==> src/sv/bpm_pkg.sv <==
// shared types and constants for the battery protection monitor
package bpm_pkg;

   localparam int SAMPLE_W = 12;
   localparam int NEEDED_W = 4;
   localparam int CSR_IDX_W = 3;

   localparam int unsigned LOW_MARGIN_MV = 50;
   localparam logic [NEEDED_W-1:0] HIGH_COUNT_MAX = 4'd15;

   // configuration register indexes
   localparam logic [CSR_IDX_W-1:0] CSR_CRITICAL_MV = 3'd0;
   localparam logic [CSR_IDX_W-1:0] CSR_LOW_MV      = 3'd1;
   localparam logic [CSR_IDX_W-1:0] CSR_RECOVER_MV  = 3'd2;
   localparam logic [CSR_IDX_W-1:0] CSR_HIGH_MV     = 3'd3;
   localparam logic [CSR_IDX_W-1:0] CSR_HIGH_NEEDED = 3'd4;

   // register reset values
   localparam logic [SAMPLE_W-1:0] CRITICAL_MV_RST = 12'd3100;
   localparam logic [SAMPLE_W-1:0] LOW_MV_RST      = 12'd3300;
   localparam logic [SAMPLE_W-1:0] RECOVER_MV_RST  = 12'd3400;
   localparam logic [SAMPLE_W-1:0] HIGH_MV_RST     = 12'd3500;
   localparam logic [NEEDED_W-1:0] HIGH_NEEDED_RST = 4'd4;

   typedef enum logic [1:0] {
      LVL_OK       = 2'd0,
      LVL_LOW      = 2'd1,
      LVL_CRITICAL = 2'd2,
      LVL_SHUTDOWN = 2'd3
   } level_type;

   typedef struct packed {
      logic capture;
      logic store;
      logic sum;
      logic mult;
      logic decide;
      logic load_out;
   } cmd_type;

   typedef struct packed {
      logic shutdown;
      logic sum_done;
      logic out_free;
   } status_type;

endpackage

==> src/sv/bpm_ctrl.sv <==
// sequencing state machine for the battery protection monitor
module bpm_ctrl
   import bpm_pkg::*;
(
   input  logic       clock,
   input  logic       reset,
   input  logic       req_valid,
   output logic       req_stall,
   input  status_type status,
   output cmd_type    cmd
);

   typedef enum logic [2:0] {
      ST_IDLE,
      ST_UPDATE,
      ST_SUM,
      ST_MULT,
      ST_DECIDE,
      ST_FINISH
   } state_type;

   state_type state_ff;
   state_type state_in;

   always_comb begin
      state_in = state_ff;
      cmd      = '0;
      case (state_ff)
         ST_IDLE: begin
            if (req_valid) begin
               cmd.capture = 1'b1;
               state_in    = ST_UPDATE;
            end
         end
         ST_UPDATE: begin
            // nothing moves once shut down
            if (status.shutdown) begin
               state_in = ST_FINISH;
            end else begin
               cmd.store = 1'b1;
               state_in  = ST_SUM;
            end
         end
         ST_SUM: begin
            cmd.sum = 1'b1;
            if (status.sum_done) begin
               state_in = ST_MULT;
            end
         end
         ST_MULT: begin
            cmd.mult = 1'b1;
            state_in = ST_DECIDE;
         end
         ST_DECIDE: begin
            cmd.decide = 1'b1;
            state_in   = ST_FINISH;
         end
         ST_FINISH: begin
            if (status.out_free) begin
               cmd.load_out = 1'b1;
               state_in     = ST_IDLE;
            end
         end
         default: begin
            state_in = ST_IDLE;
         end
      endcase
   end

   always_ff @(posedge clock) begin
      if (reset) begin
         state_ff <= ST_IDLE;
      end else begin
         state_ff <= state_in;
      end
   end

   assign req_stall = (state_ff != ST_IDLE);

endmodule

==> src/sv/bpm_datapath.sv <==
// history ring, counters, level logic and result register
module bpm_datapath
   import bpm_pkg::*;
#(
   parameter int HISTORY_DEPTH = 8
) (
   input  logic                  clock,
   input  logic                  reset,
   input  cmd_type               cmd,
   output status_type            status,
   input  logic [SAMPLE_W-1:0]   req_sample_mv,
   input  logic                  csr_write,
   input  logic [CSR_IDX_W-1:0]  csr_index,
   input  logic [SAMPLE_W-1:0]   csr_wdata,
   output logic                  rsp_valid,
   input  logic                  rsp_stall,
   output logic [1:0]            rsp_monitor_state,
   output logic                  rsp_display_inhibit,
   output logic                  rsp_armed
);

   localparam int IDX_W  = (HISTORY_DEPTH > 1) ? $clog2(HISTORY_DEPTH) : 1;
   localparam int CNT_W  = $clog2(HISTORY_DEPTH + 1);
   localparam int SUM_W  = SAMPLE_W + CNT_W;
   localparam int LIM_W  = SAMPLE_W + 1;
   localparam int PROD_W = LIM_W + CNT_W;
   localparam logic [IDX_W-1:0] IDX_LAST = IDX_W'(HISTORY_DEPTH - 1);
   localparam logic [CNT_W-1:0] CNT_FULL = CNT_W'(HISTORY_DEPTH);
   localparam logic [LIM_W-1:0] LIM_ADD  = LIM_W'(LOW_MARGIN_MV + 1);

   logic [SAMPLE_W-1:0] critical_ff;
   logic [SAMPLE_W-1:0] low_ff;
   logic [SAMPLE_W-1:0] recover_ff;
   logic [SAMPLE_W-1:0] high_ff;
   logic [NEEDED_W-1:0] needed_ff;

   logic [SAMPLE_W-1:0] hist_mem [HISTORY_DEPTH];
   logic [SAMPLE_W-1:0] sample_ff;
   logic [IDX_W-1:0]    wr_idx_ff;
   logic [CNT_W-1:0]    fill_ff;
   logic [NEEDED_W-1:0] high_cnt_ff;
   logic                armed_ff;
   level_type           level_ff;

   logic [CNT_W-1:0]    rd_idx_ff;
   logic [SAMPLE_W-1:0] rd_data_ff;
   logic                rd_vld_ff;
   logic                rd_en;
   logic [SUM_W-1:0]    sum_ff;
   logic [PROD_W-1:0]   prod_ff;
   logic [LIM_W-1:0]    limit;

   logic [NEEDED_W-1:0] high_cnt_in;
   logic                armed_in;
   level_type           level_in;
   logic                avg_ok;

   logic                rsp_valid_ff;
   level_type           rsp_level_ff;
   logic                rsp_armed_ff;

   // configuration registers
   always_ff @(posedge clock) begin
      if (reset) begin
         critical_ff <= CRITICAL_MV_RST;
         low_ff      <= LOW_MV_RST;
         recover_ff  <= RECOVER_MV_RST;
         high_ff     <= HIGH_MV_RST;
         needed_ff   <= HIGH_NEEDED_RST;
      end else if (csr_write) begin
         case (csr_index)
            CSR_CRITICAL_MV: critical_ff <= csr_wdata;
            CSR_LOW_MV:      low_ff      <= csr_wdata;
            CSR_RECOVER_MV:  recover_ff  <= csr_wdata;
            CSR_HIGH_MV:     high_ff     <= csr_wdata;
            CSR_HIGH_NEEDED: needed_ff   <= csr_wdata[NEEDED_W-1:0];
            default: begin
            end
         endcase
      end
   end

   always_ff @(posedge clock) begin
      if (cmd.capture) begin
         sample_ff <= req_sample_mv;
      end
   end

   // history memory, one write and one registered read port
   assign rd_en = cmd.sum && (rd_idx_ff < fill_ff);

   always_ff @(posedge clock) begin
      if (cmd.store) begin
         hist_mem[wr_idx_ff] <= sample_ff;
      end
      if (rd_en) begin
         rd_data_ff <= hist_mem[rd_idx_ff[IDX_W-1:0]];
      end
   end

   // high sample counter saturates, armed compares the updated count
   always_comb begin
      high_cnt_in = high_cnt_ff;
      armed_in    = armed_ff;
      if (sample_ff >= high_ff) begin
         if (high_cnt_ff < HIGH_COUNT_MAX) begin
            high_cnt_in = high_cnt_ff + 1'b1;
         end
         if (high_cnt_in >= needed_ff) begin
            armed_in = 1'b1;
         end
      end
   end

   // average <= low + 50 is the same as sum < (low + 51) * fill
   assign limit  = {1'b0, low_ff} + LIM_ADD;
   assign avg_ok = PROD_W'(sum_ff) < prod_ff;

   always_comb begin
      level_in = level_ff;
      if (armed_ff) begin
         case (level_ff)
            LVL_OK: begin
               if (sample_ff <= critical_ff) begin
                  level_in = LVL_CRITICAL;
               end else if (sample_ff <= low_ff && avg_ok) begin
                  level_in = LVL_LOW;
               end
            end
            LVL_LOW: begin
               if (sample_ff <= critical_ff) begin
                  level_in = LVL_CRITICAL;
               end else if (sample_ff >= recover_ff) begin
                  level_in = LVL_OK;
               end
            end
            LVL_CRITICAL: level_in = LVL_SHUTDOWN;
            default:      level_in = level_ff;
         endcase
      end
   end

   always_ff @(posedge clock) begin
      if (reset) begin
         wr_idx_ff   <= '0;
         fill_ff     <= '0;
         high_cnt_ff <= '0;
         armed_ff    <= 1'b0;
         level_ff    <= LVL_OK;
         rd_idx_ff   <= '0;
         rd_vld_ff   <= 1'b0;
      end else begin
         if (cmd.store) begin
            wr_idx_ff   <= (wr_idx_ff == IDX_LAST) ? '0 : wr_idx_ff + 1'b1;
            if (fill_ff < CNT_FULL) begin
               fill_ff <= fill_ff + 1'b1;
            end
            high_cnt_ff <= high_cnt_in;
            armed_ff    <= armed_in;
            rd_idx_ff   <= '0;
            rd_vld_ff   <= 1'b0;
         end else if (cmd.sum) begin
            if (rd_en) begin
               rd_idx_ff <= rd_idx_ff + 1'b1;
            end
            rd_vld_ff <= rd_en;
         end
         if (cmd.decide) begin
            level_ff <= level_in;
         end
      end
   end

   always_ff @(posedge clock) begin
      if (cmd.store) begin
         sum_ff <= '0;
      end else if (cmd.sum && rd_vld_ff) begin
         sum_ff <= sum_ff + SUM_W'(rd_data_ff);
      end
      if (cmd.mult) begin
         prod_ff <= PROD_W'(limit) * PROD_W'(fill_ff);
      end
   end

   // result register, a new transaction loads as the old one leaves
   always_ff @(posedge clock) begin
      if (reset) begin
         rsp_valid_ff <= 1'b0;
      end else if (cmd.load_out) begin
         rsp_valid_ff <= 1'b1;
      end else if (rsp_valid_ff && !rsp_stall) begin
         rsp_valid_ff <= 1'b0;
      end
   end

   always_ff @(posedge clock) begin
      if (cmd.load_out) begin
         rsp_level_ff <= level_ff;
         rsp_armed_ff <= armed_ff;
      end
   end

   assign status.shutdown = (level_ff == LVL_SHUTDOWN);
   assign status.sum_done = (rd_idx_ff == fill_ff) && !rd_vld_ff;
   assign status.out_free = !rsp_valid_ff || !rsp_stall;

   assign rsp_valid           = rsp_valid_ff;
   assign rsp_monitor_state   = rsp_level_ff;
   assign rsp_display_inhibit = (rsp_level_ff != LVL_OK);
   assign rsp_armed           = rsp_armed_ff;

endmodule

==> src/sv/battery_protection_monitor.sv <==
// battery protection monitor top level
//
//   channel | ports                                   | direction
//   req     | req_valid, req_stall, req_sample_mv      | in
//   rsp     | rsp_valid, rsp_stall, rsp_monitor_state, | out
//           | rsp_display_inhibit, rsp_armed           |
//   csr     | csr_write, csr_index, csr_wdata          | in
//
// one transaction at a time: accept, store, sum, multiply, decide, load out. the sum
// takes one entry a cycle over the fill stored samples (at most HISTORY_DEPTH) from
// the history memory read port; once in shutdown, accept goes straight to load out.
// reset clears counters, armed latch, level and the result register; history
// memory is not cleared. a waiting result does not block the next accept, but
// the next result is held back until the previous one is taken.
module battery_protection_monitor
   import bpm_pkg::*;
#(
   parameter int HISTORY_DEPTH = 8
) (
   input  logic                 clock,
   input  logic                 reset,
   input  logic                 req_valid,
   output logic                 req_stall,
   input  logic [SAMPLE_W-1:0]  req_sample_mv,
   output logic                 rsp_valid,
   input  logic                 rsp_stall,
   output logic [1:0]           rsp_monitor_state,
   output logic                 rsp_display_inhibit,
   output logic                 rsp_armed,
   input  logic                 csr_write,
   input  logic [CSR_IDX_W-1:0] csr_index,
   input  logic [SAMPLE_W-1:0]  csr_wdata
);

   cmd_type    cmd;
   status_type status;

   bpm_ctrl u_ctrl (
      .clock     (clock),
      .reset     (reset),
      .req_valid (req_valid),
      .req_stall (req_stall),
      .status    (status),
      .cmd       (cmd)
   );

   bpm_datapath #(
      .HISTORY_DEPTH (HISTORY_DEPTH)
   ) u_datapath (
      .clock               (clock),
      .reset               (reset),
      .cmd                 (cmd),
      .status              (status),
      .req_sample_mv       (req_sample_mv),
      .csr_write           (csr_write),
      .csr_index           (csr_index),
      .csr_wdata           (csr_wdata),
      .rsp_valid           (rsp_valid),
      .rsp_stall           (rsp_stall),
      .rsp_monitor_state   (rsp_monitor_state),
      .rsp_display_inhibit (rsp_display_inhibit),
      .rsp_armed           (rsp_armed)
   );

endmodule

==> config.mk <==
export PLATFORM = sky130hd
export DESIGN_NAME = battery_protection_monitor
export DESIGN_NICKNAME = d
export VERILOG_FILES = /design/src/sv/bpm_pkg.sv /design/src/sv/bpm_ctrl.sv /design/src/sv/bpm_datapath.sv /design/src/sv/battery_protection_monitor.sv
export SDC_FILE = /design/constraint.sdc
export NUM_CORES = 1
export LEC_CHECK = 0
export BUFFER_PORTS_ARGS = -buffer_cell sky130_fd_sc_hd__clkbuf_2
export CAP_MARGIN = 20
export CORE_MARGIN = 3
export CORE_UTILIZATION = 31
export DETAILED_ROUTE_END_ITERATION = 10
export GPL_TIMING_DRIVEN = 0
export SETUP_SLACK_MARGIN = 0.15
export SLEW_MARGIN = 20
export SYNTH_ARGS = -nofsm -noshare
export SYNTH_HDL_FRONTEND = slang
export SYNTH_HIERARCHICAL = 1
export SYNTH_SLANG_ARGS = --single-unit
export TNS_END_PERCENT = 1
==> constraint.sdc <==
create_clock -name clock -period 5.2 [get_ports clock]
set_input_delay 0.26 -clock clock [delete_from_list [all_inputs] [get_ports clock]]
set_output_delay 0.26 -clock clock [all_outputs]
set_load 0.1 [all_outputs]
==> flow_summary.toml <==
[clocking]
cts_tree = "done"
cts_setup_buffers = 0
cts_sinks = 231
clockBufferDepth = 3
clk_pin_slew_ps = 70
root_buffer = "clkbuf_16"
clock_latency_ps = 530
cts_buffers = 25
h-tree-depth = 1

[power_and_ir_drop]
switching_power_mw = 1.11
p_comb_frac = 0.115
power_density_mw_per_mm2 = 300
swShare = 0.256
irDropWorstVdd_v = 0.000230
power.share.clock = 0.397
pwr-share-seq = 0.489
power_leakage_nw = 5.72
p_int_mw = 3.21

[timing]
relSlewSlack = 0.419
layout_worst_path_cycle_share = 0.903
timing.final.hold_violations = 0
tightest_slew_ps = 870
rsz0062_at_grt = "no"
finalClockSkew_ps = 13.9
timing.final.crit_period_ps = 4690
max_freq_mhz = 213
slew_violations = 0
setup_violations = 0
tns_ps = 0

[setup_path]
ff2ff_setup_slack_ps = 510
endpoint_kind = "register"
regToRegEndpoint = "u_datapath/prod_ff[15]"
crit_fanout = 7
setup.worst_path.start = "u_datapath/low_ff[0]"
crit_type = "register to register"
start_kind = "register"
r2r_start = "u_datapath/low_ff[0]"
crit_required_ps = 5490
cp.arrival_ps = 4990
ff2ff_path_depth = 19

[placed_design]
gp_congestion = 0.854
post-dp-hpwl_mm = 20.8
placed_area_sq_mm = 0.0134
dp.cells = 1697
port_buffers = 37

[logic_synthesis]
synth.distinct_cells = 68
ys_seq_area_frac = 0.481
syn_area_sq_mm = 0.0125
synth_area_leaders = "edfxtp_1 34%, dfxtp_1 15%, ha_1 11%"
ys_seq_elements = 231
synth_edf_count = 140
syn-num-nets = 1308
syn_area_per_cell_sq_um = 11.0
netlist.top_cell.by_area = "edfxtp_1"
synth_ff_type = "edfxtp_1"
yosysWarnings = 6
yosys.area.top_type_share = 0.336
synth_cells = 1139
synthArstFlopShare = 0

[hold_path]
min-delay-start = "csr_wdata[10]"
holdPathEnd = "u_datapath/critical_ff[10]"
worstHoldPathCells = 2
hp-class = "input port to register"

[final_layout]
layout.nets = 1389
final_cell_mix = "140 x edfxtp_1, 115 x nand2_1, 114 x ha_1"
drive_above_1_share = 0.119
layout_commonest_cell = "edfxtp_1"
diodes = 0
finalNonFillerCells = 1757
syn_to_final_growth_pct = 14.8
design_area_sq_mm = 0.0144
nFillCells = 3981

[grt]
grt_pass1_wl_mm = 46.3
grt_pass1_vias = 8803
gr-usage-all-layers = 0.137
grt_overflow_total = 0
grt_max_degree = 18
antenna_found_initial = 0

[routing]
drt-wirelength-per-cell_um = 16.3
drtIter0Drc = 522
viasPerCell = 4.85
ant_nets = 0
via_count = 8525
dr.pass1.iters = 5
drc = 0
wl_mm = 28.7

[floorplan]
die-height_um = 207
fp.dieW_um = 207
rows = 72
core_area_sq_mm = 0.0393
io_pins = 38
start_util = 0.319
dieArea_sq_mm = 0.0428

[job]
max_cap_violations = 0

[status]
status = "finished clean"
power by group through the flow:
stage	Clock, mW	Sequential (mW)	Combinational (mW)
detailed placement	0	2.15	0.487
floorplan	0	2.11	0.337
global route	1.83	2.11	0.560
CTS	1.76	2.11	0.499
global placement	0	2.14	0.464
finish	1.71	2.11	0.495
worst max path at each step:
stage | end | slack, ps | cells after the start
after CTS | u_datapath/prod_ff[15] | 400 | 19
after global placement | u_datapath/prod_ff[15] | 460 | 19
after global routing | u_datapath/prod_ff[15] | 220 | 19
after detailed placement | u_datapath/prod_ff[15] | 410 | 19
final | u_datapath/prod_ff[15] | 510 | 19
after floorplan | u_datapath/prod_ff[15] | 790 | 19
metrics by stage:
step           setup slack [ps]  power [mW]   util  hold WS [ps]
3_5_place_dp                413        2.63  0.342           439
6_report                    505        4.31  0.366          44.1
2_1_floorplan               793        2.44      -           329
4_1_cts                     396        4.36  0.366          34.6
5_1_grt                     220        4.51  0.366          47.6
3_3_place_gp                456        2.61  0.340           440
worst max-delay path, cell delays in order, from the launching register on:
cell and delay, ps:
dfxtp_2 410, inv_2 60, ha_1 220, nor2_1 170
or3_1 190, nor2b_1 260, xnor2_2 180, nor2_1 80
fa_1 500, inv_1 50, fa_1 520, inv_1 40
ha_1 380, a21o_1 190, a21o_1 190, or3_1 300
a41o_1 230, a31o_1 210, a21oi_1 170, xnor2_1 80
area by class of cell:
| class | count | area (sq um) | share of cell area |
|---|---|---|---|
| sequential | 231 | 6030 | 0.419 |
| multi-input combinational | 762 | 5980 | 0.416 |
| clock buffer | 32 | 682 | 0.0474 |
| tap | 518 | 648 | 0.0451 |
| inverter | 112 | 420 | 0.0293 |
| timing repair buffer | 54 | 363 | 0.0252 |
| buffer | 34 | 141 | 0.00984 |
| clock inverter | 14 | 113 | 0.00783 |
routing by layer:
| layer | share of wire | wire, um | vias up | global-route usage |
|---|---|---|---|---|
| met4 | 0.043 | 1250 | 0 | 0.0580 |
| met5 | 0 | 0 | - | 0 |
| met2 | 0.47 | 13500 | 168 | 0.235 |
| li1 | - | - | 4210 | - |
| met3 | 0.042 | 1210 | 70 | 0.0205 |
| met1 | 0.44 | 12700 | 4077 | 0.173 |
state kept, by name, indices dropped and copies added (netlist names), 3 cells and up:
name                    cells
u_datapath/wr_idx_ff        3
u_datapath/sum_ff          16
u_datapath/rd_idx_ff        4
u_datapath/hist_mem        96
u_datapath/high_cnt_ff      4
u_datapath/needed_ff        4
u_datapath/sample_ff       12
u_datapath/prod_ff         17
u_datapath/rd_data_ff      12
u_datapath/low_ff          12
u_ctrl/state_ff             3
u_datapath/fill_ff          4
u_datapath/high_ff         12
u_datapath/recover_ff      12
u_datapath/critical_ff     12
kinds of logic (layout without fill, tap and decap cells):
logic type | Yosys count | in the layout | share of synthesized area
multiplexers | 50 | 50 | 0.0656
AND/OR/NAND/NOR | 349 | 349 | 0.133
flip-flops | 231 | 231 | 0.481
XOR/XNOR | 35 | 35 | 0.0245
adder cells (fa/ha/maj) | 137 | 137 | 0.151
buffers and inverters | 146 | 246 | 0.0449
AO/OA/AOI/OAI | 191 | 191 | 0.100
cells in the mapped netlist (all sizes together) (6+ instances only):
cell and instances:
nand3b 15, o211ai 16, o21ai 21, o31ai 6
a21oi 81, xor2 6, nor2 89, o21a 9
mux2 14, fa 23, a211o 11, nand2b 23
edfxtp 140, nand4 15, mux4 24, dfxtp 91
nor3 20, xnor2 29, buf 10, clkbuf 24
nand2 116, nor2b 12, a21o 14, mux2i 12
and2 19, inv 111, nand3 19, ha 114
repair_timing:
item | CTS | global route
hold buffers | 14 | 0
endpoints found under the hold margin | 14 | 0
endpoints found under the setup margin | 0 | 1
gates resized for setup | 0 | 2
(Power assumes the default switching activity.)
